### src/rtl/i2p_pkg.sv
// Shared types, character constants, operator codes and the sequencer program.
package i2p_pkg;

  typedef struct packed {
    logic [7:0] in_char;
    logic       end_of_expr;
  } in_word_t;

  typedef struct packed {
    logic [7:0] out_char;
    logic       last_of_run;
    logic [1:0] status;
  } out_word_t;

  typedef logic [2:0] code_t;

  localparam code_t CODE_PLUS  = 3'd0;
  localparam code_t CODE_MINUS = 3'd1;
  localparam code_t CODE_MUL   = 3'd2;
  localparam code_t CODE_DIV   = 3'd3;
  localparam code_t CODE_OPEN  = 3'd4;

  localparam logic [7:0] CHAR_NUL   = 8'h00;
  localparam logic [7:0] CHAR_PLUS  = 8'h2B;
  localparam logic [7:0] CHAR_MINUS = 8'h2D;
  localparam logic [7:0] CHAR_MUL   = 8'h2A;
  localparam logic [7:0] CHAR_DIV   = 8'h2F;
  localparam logic [7:0] CHAR_OPEN  = 8'h28;
  localparam logic [7:0] CHAR_CLOSE = 8'h29;

  localparam logic [1:0] STATUS_OK        = 2'd0;
  localparam logic [1:0] STATUS_OVERFLOW  = 2'd1;
  localparam logic [1:0] STATUS_UNMATCHED = 2'd2;

  // Status of the operator stack as seen by the sequencer.
  typedef struct packed {
    logic  empty;
    logic  full;
    code_t top;
  } stk_status_t;

  typedef enum logic [2:0] {
    STEP_IDLE,
    STEP_OP_LOOP,
    STEP_OPEN,
    STEP_CL_LOOP,
    STEP_CL_CHK,
    STEP_EMIT_IN,
    STEP_END
  } step_e;

  typedef enum logic [2:0] {
    COND_NO_INPUT,
    COND_OP_STOP,
    COND_CL_STOP,
    COND_EMPTY,
    COND_FLUSH_DONE,
    COND_ALWAYS
  } cond_e;

  typedef enum logic [2:0] {
    ACT_NONE,
    ACT_ACCEPT,
    ACT_POP_EMIT,
    ACT_POP,
    ACT_PUSH,
    ACT_EMIT_IN,
    ACT_ERR_CLOSE,
    ACT_FINISH
  } act_e;

  // One control word: the condition picks which action and successor apply.
  typedef struct packed {
    cond_e cond;
    act_e  act_t;
    step_e nxt_t;
    act_e  act_f;
    step_e nxt_f;
    logic  dispatch_f;
  } ctl_word_t;

  function automatic ctl_word_t ctl_rom(input step_e step);
    ctl_word_t cw;
    unique case (step)
      STEP_IDLE:    cw = '{COND_NO_INPUT,   ACT_NONE,      STEP_IDLE,
                           ACT_ACCEPT,      STEP_IDLE,     1'b1};
      STEP_OP_LOOP: cw = '{COND_OP_STOP,    ACT_PUSH,      STEP_END,
                           ACT_POP_EMIT,    STEP_OP_LOOP,  1'b0};
      STEP_OPEN:    cw = '{COND_ALWAYS,     ACT_PUSH,      STEP_END,
                           ACT_NONE,        STEP_END,      1'b0};
      STEP_CL_LOOP: cw = '{COND_CL_STOP,    ACT_NONE,      STEP_CL_CHK,
                           ACT_POP_EMIT,    STEP_CL_LOOP,  1'b0};
      STEP_CL_CHK:  cw = '{COND_EMPTY,      ACT_ERR_CLOSE, STEP_END,
                           ACT_POP,         STEP_END,      1'b0};
      STEP_EMIT_IN: cw = '{COND_ALWAYS,     ACT_EMIT_IN,   STEP_END,
                           ACT_NONE,        STEP_END,      1'b0};
      STEP_END:     cw = '{COND_FLUSH_DONE, ACT_FINISH,    STEP_IDLE,
                           ACT_POP_EMIT,    STEP_END,      1'b0};
      default:      cw = '{COND_ALWAYS,     ACT_NONE,      STEP_IDLE,
                           ACT_NONE,        STEP_IDLE,     1'b0};
    endcase
    return cw;
  endfunction

  function automatic logic [7:0] code_char(input code_t code);
    logic [7:0] ch;
    unique case (code)
      CODE_PLUS:  ch = CHAR_PLUS;
      CODE_MINUS: ch = CHAR_MINUS;
      CODE_MUL:   ch = CHAR_MUL;
      CODE_DIV:   ch = CHAR_DIV;
      CODE_OPEN:  ch = CHAR_OPEN;
      default:    ch = CHAR_PLUS;
    endcase
    return ch;
  endfunction

  function automatic logic [1:0] code_prec(input code_t code);
    logic [1:0] p;
    unique case (code)
      CODE_PLUS, CODE_MINUS: p = 2'd1;
      CODE_MUL, CODE_DIV:    p = 2'd2;
      CODE_OPEN:             p = 2'd0;
      default:               p = 2'd1;
    endcase
    return p;
  endfunction

endpackage

### src/rtl/i2p_stack.sv
// Operator stack: entry memory, fill count and a registered top-of-stack read.
module i2p_stack #(
  parameter int STACK_DEPTH = 32
) (
  input  logic                 clk_i,
  input  logic                 rst_ni,
  input  logic                 push_i,
  input  logic                 pop_i,
  input  i2p_pkg::code_t       push_code_i,
  output i2p_pkg::stk_status_t status_o
);

  localparam int CW = $clog2(STACK_DEPTH + 1);
  localparam int AW = $clog2(STACK_DEPTH);

  i2p_pkg::code_t mem [STACK_DEPTH];

  logic [CW-1:0]  cnt_q, cnt_d;
  logic [CW-1:0]  rd_full;
  logic [AW-1:0]  wr_addr, rd_addr;
  i2p_pkg::code_t rd_q;
  logic           byp_q;
  i2p_pkg::code_t byp_data_q;

  always_comb begin
    cnt_d = cnt_q;
    if (push_i) begin
      cnt_d = cnt_q + CW'(1);
    end else if (pop_i) begin
      cnt_d = cnt_q - CW'(1);
    end
  end

  // The read port always fetches the entry that will be on top next cycle.
  // A push writes exactly that address, so its data is forwarded instead.
  assign rd_full = (cnt_d == '0) ? '0 : cnt_d - CW'(1);
  assign rd_addr = rd_full[AW-1:0];
  assign wr_addr = cnt_q[AW-1:0];

  always_ff @(posedge clk_i) begin
    if (push_i) begin
      mem[wr_addr] <= push_code_i;
    end
    rd_q       <= mem[rd_addr];
    byp_data_q <= push_code_i;
  end

  always_ff @(posedge clk_i or negedge rst_ni) begin
    if (!rst_ni) begin
      cnt_q <= '0;
      byp_q <= 1'b0;
    end else begin
      cnt_q <= cnt_d;
      byp_q <= push_i;
    end
  end

  assign status_o.empty = (cnt_q == '0);
  assign status_o.full  = (cnt_q == CW'(STACK_DEPTH));
  assign status_o.top   = byp_q ? byp_data_q : rd_q;

endmodule

### src/rtl/infix_to_postfix_converter.sv
// Infix-to-postfix converter: microcoded sequencer over an operator stack.
// The sequencer takes no new item until the current one has run through its steps and
// returned to idle; each stack entry it emits takes a step, and output stalls hold it.
// Each word of an item waits in a pending slot; the last one leaves once the finish step
// runs, through the pending slot and an output register.
// Reset clears the sequencer, the stack count and the output; stack memory is not cleared.
module infix_to_postfix_converter #(
  parameter int STACK_DEPTH = 32
) (
  input  logic                clk_i,
  input  logic                rst_ni,
  input  logic                in_valid_i,
  output logic                in_stall_o,
  input  i2p_pkg::in_word_t   in_word_i,
  output logic                out_valid_o,
  input  logic                out_stall_i,
  output i2p_pkg::out_word_t  out_word_o
);

  // Sequencer state: the step register plays the role of the program counter.
  i2p_pkg::step_e step_q, step_d;

  // Latched input word and its operator code.
  logic [7:0]     char_q;
  logic           end_q;
  i2p_pkg::code_t code_q;

  // A word is held back in the pending slot until we know whether another one
  // follows; only then can its last_of_run flag be set correctly.
  logic             pend_v_q, pend_v_d;
  logic [7:0]       pend_char_q, pend_char_d;
  logic [1:0]       pend_status_q, pend_status_d;

  logic               out_v_q, out_v_d;
  i2p_pkg::out_word_t out_q, out_d;

  i2p_pkg::ctl_word_t   cw;
  i2p_pkg::stk_status_t stk;
  i2p_pkg::act_e        act;
  i2p_pkg::step_e       nxt;
  i2p_pkg::step_e       dispatch_step;
  i2p_pkg::code_t       in_code;

  logic       cond_val;
  logic       prec_ok;
  logic       emit_req;
  logic       rel_req;
  logic       slot_free;
  logic       hold;
  logic       do_push;
  logic       do_pop;
  logic       accept;
  logic [7:0] emit_char;
  logic [1:0] emit_status;

  i2p_stack #(
    .STACK_DEPTH(STACK_DEPTH)
  ) u_stack (
    .clk_i      (clk_i),
    .rst_ni     (rst_ni),
    .push_i     (do_push),
    .pop_i      (do_pop),
    .push_code_i(code_q),
    .status_o   (stk)
  );

  assign cw = i2p_pkg::ctl_rom(step_q);

  // Classify the arriving character; the idle step jumps straight to its handler.
  always_comb begin
    in_code       = i2p_pkg::CODE_OPEN;
    dispatch_step = i2p_pkg::STEP_EMIT_IN;
    unique case (in_word_i.in_char)
      i2p_pkg::CHAR_PLUS: begin
        in_code       = i2p_pkg::CODE_PLUS;
        dispatch_step = i2p_pkg::STEP_OP_LOOP;
      end
      i2p_pkg::CHAR_MINUS: begin
        in_code       = i2p_pkg::CODE_MINUS;
        dispatch_step = i2p_pkg::STEP_OP_LOOP;
      end
      i2p_pkg::CHAR_MUL: begin
        in_code       = i2p_pkg::CODE_MUL;
        dispatch_step = i2p_pkg::STEP_OP_LOOP;
      end
      i2p_pkg::CHAR_DIV: begin
        in_code       = i2p_pkg::CODE_DIV;
        dispatch_step = i2p_pkg::STEP_OP_LOOP;
      end
      i2p_pkg::CHAR_OPEN:  dispatch_step = i2p_pkg::STEP_OPEN;
      i2p_pkg::CHAR_CLOSE: dispatch_step = i2p_pkg::STEP_CL_LOOP;
      i2p_pkg::CHAR_NUL:   dispatch_step = i2p_pkg::STEP_END;
      default:             dispatch_step = i2p_pkg::STEP_EMIT_IN;
    endcase
  end

  // An incoming operator pops while the top binds at least as tightly.
  assign prec_ok = i2p_pkg::code_prec(code_q) <= i2p_pkg::code_prec(stk.top);

  always_comb begin
    unique case (cw.cond)
      i2p_pkg::COND_NO_INPUT:   cond_val = !in_valid_i;
      i2p_pkg::COND_OP_STOP:    cond_val = stk.empty || !prec_ok;
      i2p_pkg::COND_CL_STOP:    cond_val = stk.empty || (stk.top == i2p_pkg::CODE_OPEN);
      i2p_pkg::COND_EMPTY:      cond_val = stk.empty;
      i2p_pkg::COND_FLUSH_DONE: cond_val = stk.empty || !end_q;
      i2p_pkg::COND_ALWAYS:     cond_val = 1'b1;
      default:                  cond_val = 1'b1;
    endcase
  end

  always_comb begin
    if (cond_val) begin
      act = cw.act_t;
      nxt = cw.nxt_t;
    end else begin
      act = cw.act_f;
      nxt = cw.dispatch_f ? dispatch_step : cw.nxt_f;
    end
  end

  // Word produced by this step, if any. A push onto a full stack turns into
  // an overflow word and the operator is dropped.
  always_comb begin
    emit_req    = 1'b0;
    emit_char   = i2p_pkg::CHAR_NUL;
    emit_status = i2p_pkg::STATUS_OK;
    unique case (act)
      i2p_pkg::ACT_POP_EMIT: begin
        emit_req  = 1'b1;
        emit_char = i2p_pkg::code_char(stk.top);
      end
      i2p_pkg::ACT_EMIT_IN: begin
        emit_req  = 1'b1;
        emit_char = char_q;
      end
      i2p_pkg::ACT_ERR_CLOSE: begin
        emit_req    = 1'b1;
        emit_status = i2p_pkg::STATUS_UNMATCHED;
      end
      i2p_pkg::ACT_PUSH: begin
        emit_req    = stk.full;
        emit_status = i2p_pkg::STATUS_OVERFLOW;
      end
      default: begin
        emit_req = 1'b0;
      end
    endcase
  end

  // A new word or the finish step pushes the pending word into the output
  // register, and the step waits while that register is occupied and the output stalls.
  assign rel_req   = (emit_req || (act == i2p_pkg::ACT_FINISH)) && pend_v_q;
  assign slot_free = !out_v_q || !out_stall_i;
  assign hold      = rel_req && !slot_free;

  assign do_push = !hold && (act == i2p_pkg::ACT_PUSH) && !stk.full;
  assign do_pop  = !hold && ((act == i2p_pkg::ACT_POP_EMIT) || (act == i2p_pkg::ACT_POP));
  assign accept  = (act == i2p_pkg::ACT_ACCEPT);

  always_comb begin
    step_d        = hold ? step_q : nxt;
    pend_v_d      = pend_v_q;
    pend_char_d   = pend_char_q;
    pend_status_d = pend_status_q;
    out_v_d       = out_v_q && out_stall_i;
    out_d         = out_q;

    if (!hold) begin
      if (rel_req) begin
        out_v_d           = 1'b1;
        out_d.out_char    = pend_char_q;
        out_d.status      = pend_status_q;
        out_d.last_of_run = (act == i2p_pkg::ACT_FINISH);
      end
      if (emit_req) begin
        pend_v_d      = 1'b1;
        pend_char_d   = emit_char;
        pend_status_d = emit_status;
      end else if (act == i2p_pkg::ACT_FINISH) begin
        pend_v_d = 1'b0;
      end
    end
  end

  always_ff @(posedge clk_i or negedge rst_ni) begin
    if (!rst_ni) begin
      step_q   <= i2p_pkg::STEP_IDLE;
      pend_v_q <= 1'b0;
      out_v_q  <= 1'b0;
    end else begin
      step_q   <= step_d;
      pend_v_q <= pend_v_d;
      out_v_q  <= out_v_d;
    end
  end

  always_ff @(posedge clk_i) begin
    if (accept) begin
      char_q <= in_word_i.in_char;
      end_q  <= in_word_i.end_of_expr;
      code_q <= in_code;
    end
    pend_char_q   <= pend_char_d;
    pend_status_q <= pend_status_d;
    out_q         <= out_d;
  end

  // The sequencer takes a new word only in its idle step.
  assign in_stall_o  = (step_q != i2p_pkg::STEP_IDLE);
  assign out_valid_o = out_v_q;
  assign out_word_o  = out_q;

endmodule
### config.mk
export PLATFORM = sky130hd
export DESIGN_NAME = infix_to_postfix_converter
export DESIGN_NICKNAME = d
export VERILOG_FILES = /design/src/rtl/i2p_pkg.sv /design/src/rtl/i2p_stack.sv /design/src/rtl/infix_to_postfix_converter.sv
export SDC_FILE = /design/constraint.sdc
export NUM_CORES = 1
export LEC_CHECK = 0
export BUFFER_PORTS_ARGS = -buffer_cell sky130_fd_sc_hd__buf_2
export CORE_UTILIZATION = 44
export CTS_BUF_LIST = sky130_fd_sc_hd__clkbuf_4 sky130_fd_sc_hd__clkbuf_8
export DETAILED_ROUTE_END_ITERATION = 6
export GPL_ROUTABILITY_DRIVEN = 1
export PLACE_DENSITY = 0.66
export SLEW_MARGIN = 0
export SYNTH_ARGS = -nofsm -noshare
export SYNTH_HDL_FRONTEND = slang
export SYNTH_HIERARCHICAL = 1
export SYNTH_SLANG_ARGS = --single-unit
export TNS_END_PERCENT = 30
### constraint.sdc
create_clock -name clk_i -period 7.08 [get_ports clk_i]
set_input_delay 0.708 -clock clk_i [delete_from_list [all_inputs] [get_ports clk_i]]
set_output_delay 0.708 -clock clk_i [all_outputs]
set_load 0.005 [all_outputs]
* After elaboration in Yosys (flattened, before gate mapping)
Memories as Yosys holds them, arrays and structs flattened. A register that Yosys moved wholly into a read port is not among the register bits. Index checks and enable logic that the tools add are counted.
Storage, ports and cells: RAM bits 96, register bits after elaboration 48, memory bits (read-only) 0, latch bits 0, memories 1, logic and storage cells 108, input port bits 13
Cells by class: shift-type cells 0, order comparisons 1, reduce and logical (&&, ||, !) cells 34, multiplexer cells 23, bitwise logic cells 1, equality and inequality tests 31, $add $sub $neg 3, multipliers 0, divide/modulo/power cells 0
Memory list:
- u_stack.mem | depth 32, bits a word 3, read ports 1, clocked after Yosys merged registers in 1, write ports 1, line i2p_stack.sv:16 | i2p_pkg::code_t mem [STACK_DEPTH];
Operators by type and width (count):
- one-hot mux 16 bit (7 select lines) | 1
- equality test 8 x 6 -> 1 bit (second input constant) | 6
- one-hot mux 3 bit (4 select lines) | 3
- equality test 3 x 2 -> 1 bit (second input constant) | 10
- equality test 3 bit (second input constant) | 10
- one-hot mux 8 bit (2 select lines) | 1
- equality test 3 x 1 -> 1 bit (second input constant) | 4
- zero test 6 bit | 2
- 2-to-1 mux 3 bit | 4
- 2-to-1 mux 6 bit | 2
- one-hot mux 2 bit (2 select lines) | 3
- zero test 1 bit | 8
- zero test 8 bit | 1
- adder 6 x 1 -> 6 bit (second input constant) | 1
- equality test 6 bit (second input constant) | 1
- logical AND 1 bit | 6
- zero test 3 bit | 2
- logical OR 1 bit | 6
- 2-to-1 mux 1 bit | 6
- AND reduction 2 bit | 3
- subtractor 6 x 1 -> 6 bit (second input constant) | 1
- 2-to-1 mux 5 bit | 1
- one-hot mux 1 bit (5 select lines) | 1
- subtractor 5 x 1 -> 5 bit (second input constant) | 1
- other kinds (8) | 9

* Depth between registers and ports, before layout
depth after elaboration 21, depth in mapped cells 26, mapped depth without buffers 21

* By module
Netlist, hierarchy kept.
Modules (own cells, without submodules):
- i2p_stack | seq. area each 3178.0 µm², area an instance 5156.2 µm², cells each 425, times used 1
- infix_to_postfix_converter | seq. area each 1116.1 µm², area an instance 1803.0 µm², cells each 139, times used 1

* Worst setup path before layout
Ideal clock, no wire load.
path type reg2reg, start point register u_stack.cnt_q[3], end point register u_stack.rd_q[0], read port of u_stack.mem, arrival 5195 ps, slack 1826 ps, stages on the path, launching flop included 23, data required time 7021 ps, period minus slack after synthesis 5254 ps, library setup time 59 ps, path through dfrtp_1 -> buf_6 -> or3_1 -> buf_2 -> nor3b_1 -> nand2_1 -> nand2_1 -> nand4_1 -> or2_4 -> and2_1 -> clkbuf_1 -> nor3_1 -> nor2_2 -> inv_2 -> clkbuf_1 -> ha_1 -> clkbuf_1 -> clkbuf_1 -> a31oi_1 -> o31ai_1 -> o21ai_0 -> o32a_1 -> nand2_1
RTL lines:
- start, declared | line i2p_stack.sv:18 | logic [CW-1:0] cnt_q, cnt_d;
- start signal, assigned | line i2p_stack.sv:53 | cnt_q <= cnt_d;
- end, declared | line i2p_stack.sv:21 | i2p_pkg::code_t rd_q;

==> results.md <==
- Status: finished, final reports clean
- Synth-to-Final Area Change: 10.0%
- Relative slew margins: 0.350
- Initial Utilization: 0.454
- Synth area leaders: edfxtp_1 (56%), dfrtp_1 (4.3%), nand2_1 (3.6%), nor2_1 (2.8%), mux4_2 (1.9%)
- Adder-Cell Fraction of Synth Area: 0.0162
- Synth unique cells: 79
- # IOs: 26
- CTS tree: built
- Count of final setup violators: 0
- Worst Path Arrival: 6.17 ns
- Vias post-DR: 4720
- Hold buffers post-CTS: 0
- Tightest Hold Check Type: in2async
- All-Layer GR Usage: 0.197
- Post-synthesis sequential area ratio: 0.617
- Worst Tran Pin Value: 0.975 ns
- Overflow after GRT: 0
- Startpoint types: register
- Unrepaired setup endpoints after global routing: false
- # Max-Cap Violations: 0
- H-tree levels: 4
- Post-Synth XOR/XNOR Area: 0.0101
- Worst Setup End Kind: register
- Synth Flop Type: edfxtp_1
- Number of diodes: 0
- Setup crit end: u_stack/rd_q[2]$_DFF_P_
- Post-Route WL: roughly 15000 um
- Most frequent CP cell: nand2_1
- Post-route ant nets: 0
- Synth Cell Area: 6960 um2
- Post-synth EDFFs: 129
- Worst path cell trace: or3_1 -> nor3b_1 -> buf_4 -> nand2_1 -> nand2_1 -> nand4_1 -> or2_4 -> and2_1 -> nor3_1 -> nor2_2 -> inv_2 -> ha_1 -> xnor2_1 -> o21ai_0 -> mux2_1 -> a21oi_1 -> o32a_1 -> nand2_1
- DR vias/cell: 5.82
- Min Hold Slack: 0.114 ns
- Reg2Reg Depth: 18
- DR iter-0 viols: approximately 460
- Sequential cell area: 4290 um2
- Setup total negative slack: 0 ns
- Worst reg-to-reg setup slack: 1.27 ns
- Synth Net Count: ~590
- DRC: 0
- Initial antenna violation count: 0
- Post-synthesis compound-gate area fraction: 0.124
- Yosys Warn Count: 6
- Seq cells post-synth: 147
- Critical path peak fanout: 22
- Multi-input logic area: 2470 um2
- Die X: 128 um
- Gate Count Post-Synth: 564
- Synth top area share: 0.557
- First-pass GRT wire length: ~24000 um
- Combinational family with the most area after synthesis: simple AND/OR/NAND/NOR gates
- CP delay by family, top: simple AND/OR/NAND/NOR gates
- CP peak stage delay: 0.75 ns
- Tmin final: 5.81 ns
- Cell chosen for the clock root: clkbuf_8
- Crit path depth: 18
- Worst-case clock buffer depth: 2
- Worst Setup SP: u_stack/cnt_q[2]$_DFF_PN0_
- FP Rows: 45
- Clk_lat worst skew: 0.46 ns
- Gp weighted congestion: 0.838
- DIE AREA: approximately 16000 um2
- Final Hold Vio Count: 0
- Fmax: 172 MHz
- Total CTS buffers: 17
- Layout Nets: 609
- Post-synth ARST share: 0.0816
- Required @ worst endpoint: 7.44 ns
- CP bufs+invs: 2
- Core Box Area: 15300 um2
- Worst-path clk slew: 0.09 ns
- Setup Buffers After CTS: 0
- Largest net degree at the start of global routing: 36
- Post-synth top area cell: edfxtp_1
- IO buf count: 25
- Mux contribution to synthesized area: 0.0503
- Post_cts resized: 0
- Die Span Y: 128 um
- Reg-to-reg critical path startpoint: u_stack/cnt_q[2]$_DFF_PN0_
- Number of fill cells: 1347
- Clk sinks: 147
- HPWL Detailed: 10000 um
- Crit path max-delay cell type: ha_1
- Layout cell share with drive strength beyond 1: 0.168
- Post-Synth Simple-Gate Area: 0.153
- Period utilization: 0.821
- Reg2reg end: u_stack/rd_q[2]$_DFF_P_
- Clk_skew: roughly 0.013 ns
- Critical path type: reg2reg
- 1st-pass router iterations: 5
- Vias in the first global route: 4510
- Final Max Tran Viols: 0
- Average wire per standard cell: around 19 um
- Avg Cell Area, Syn: around 12 um2
-- final cells by class --
type                    count  area share
clock buffers              17      0.0306
clock inverters            15      0.0190
multi-input cells         371       0.322
flip-flops and latches    147       0.561
inverters                  16     0.00784
well taps                 211      0.0345
repair buffers             34      0.0252
-- registers in the layout (all words and copies together), names as in the netlist, named ones only --
| register | cells |
|---|---|
| u_stack/byp_data_q | 3 |
| char_q | 8 |
| out_valid_o | 1 |
| pend_char_q | 8 |
| u_stack/rd_q | 3 |
| end_q | 1 |
| u_stack/cnt_q | 6 |
| out_word_o | 11 |
| pend_status_q | 2 |
| code_q | 3 |
| pend_v_q | 1 |
| u_stack/mem | 96 |
| step_q | 2 |
| u_stack/byp_q | 1 |
-- cell usage after synthesis, types with 7 or more instances --
library cell	n
edfxtp_1	129
nand2_1	67
nor2_1	51
a21oi_1	20
nand3_1	17
nor3_1	16
o21ai_0	15
clkbuf_1	14
inv_1	13
dfrtp_1	12
a21o_1	9
a31oi_1	9
ha_1	9
nor2b_1	9
and2_1	8
buf_2	8
mux2_2	8
mux2i_1	8
and3_1	7
or3_1	7
xnor2_1	7
-- layout by cell type, fill, tap and decap left out, types with 4 or more instances in the layout --
cell / netlist / layout
a211oi_1: 6 / 6
a21o_1: 9 / 9
a21oi_1: 20 / 20
a31oi_1: 9 / 9
a32oi_1: 6 / 6
and2_1: 8 / 8
and3_1: 7 / 7
buf_2: 8 / 25
buf_4: 4 / 9
clkbuf_8: 0 / 17
clkinv_2: 0 / 4
dfrtp_1: 12 / 12
dfxtp_1: 6 / 6
edfxtp_1: 129 / 129
ha_1: 9 / 9
inv_1: 13 / 13
inv_6: 0 / 5
mux2_2: 8 / 8
mux2i_1: 8 / 8
mux4_2: 6 / 6
nand2_1: 67 / 67
nand2b_1: 5 / 5
nand3_1: 17 / 17
nand4_1: 5 / 5
nor2_1: 51 / 51
nor2b_1: 9 / 9
nor3_1: 16 / 16
nor4_1: 6 / 5
o21ai_0: 15 / 15
o21ai_1: 4 / 4
or3_1: 7 / 7
xnor2_1: 7 / 7
-- routing by layer --
| layer | vias up | wire length [um] | global-route usage | part of all wire |
|---|---|---|---|---|
| met5 | - | 0 | 0 | 0 |
| met4 | 0 | 480 | 0.102 | 0.032 |
| met3 | 36 | 934 | 0.0543 | 0.062 |
| met2 | 181 | 7290 | 0.312 | 0.49 |
| met1 | 2326 | 6320 | 0.248 | 0.42 |
| li1 | 2177 | - | - | - |
-- metrics by stage --
| step | utilization | cells | instance area, um2 | setup WS [ns] |
|---|---|---|---|---|
| after floorplan | - | 564 | 6960 | 1.83 |
| after global placement | 0.475 | 779 | 7280 | 1.60 |
| after detailed placement | 0.475 | 779 | 7280 | 1.38 |
| after CTS | 0.500 | 811 | 7660 | 1.35 |
| after global routing | 0.500 | 811 | 7660 | 0.914 |
| final | 0.500 | 811 | 7660 | 1.27 |
-- how the worst min path moves through the flow --
stage                                    start                    endpoint  cells after the start
floorplan           pend_status_q[0]$_DFFE_PP_     out_word_o[0]$_DFFE_PP_                      0
global placement      pend_char_q[3]$_DFFE_PP_     out_word_o[6]$_DFFE_PP_                      0
detailed placement    pend_char_q[2]$_DFFE_PP_     out_word_o[5]$_DFFE_PP_                      0
CTS                                     rst_ni        pend_v_q$_DFFE_PN0P_                      1
global route                            rst_ni  u_stack/cnt_q[2]$_DFF_PN0_                      1
finish                                  rst_ni  u_stack/cnt_q[2]$_DFF_PN0_                      1
-- cell families after synthesis --
| group | Yosys count |
|---|---|
| adder cells (fa/ha/maj) | 9 |
| multiplexers | 25 |
| buffers and inverters | 46 |
| AO/OA/AOI/OAI | 115 |
| AND/OR/NAND/NOR | 214 |
| flip-flops | 147 |
| XOR/XNOR | 8 |
Power is not shown: default switching activity piles up to over one toggle a cycle in this logic, so the estimate is an artifact.
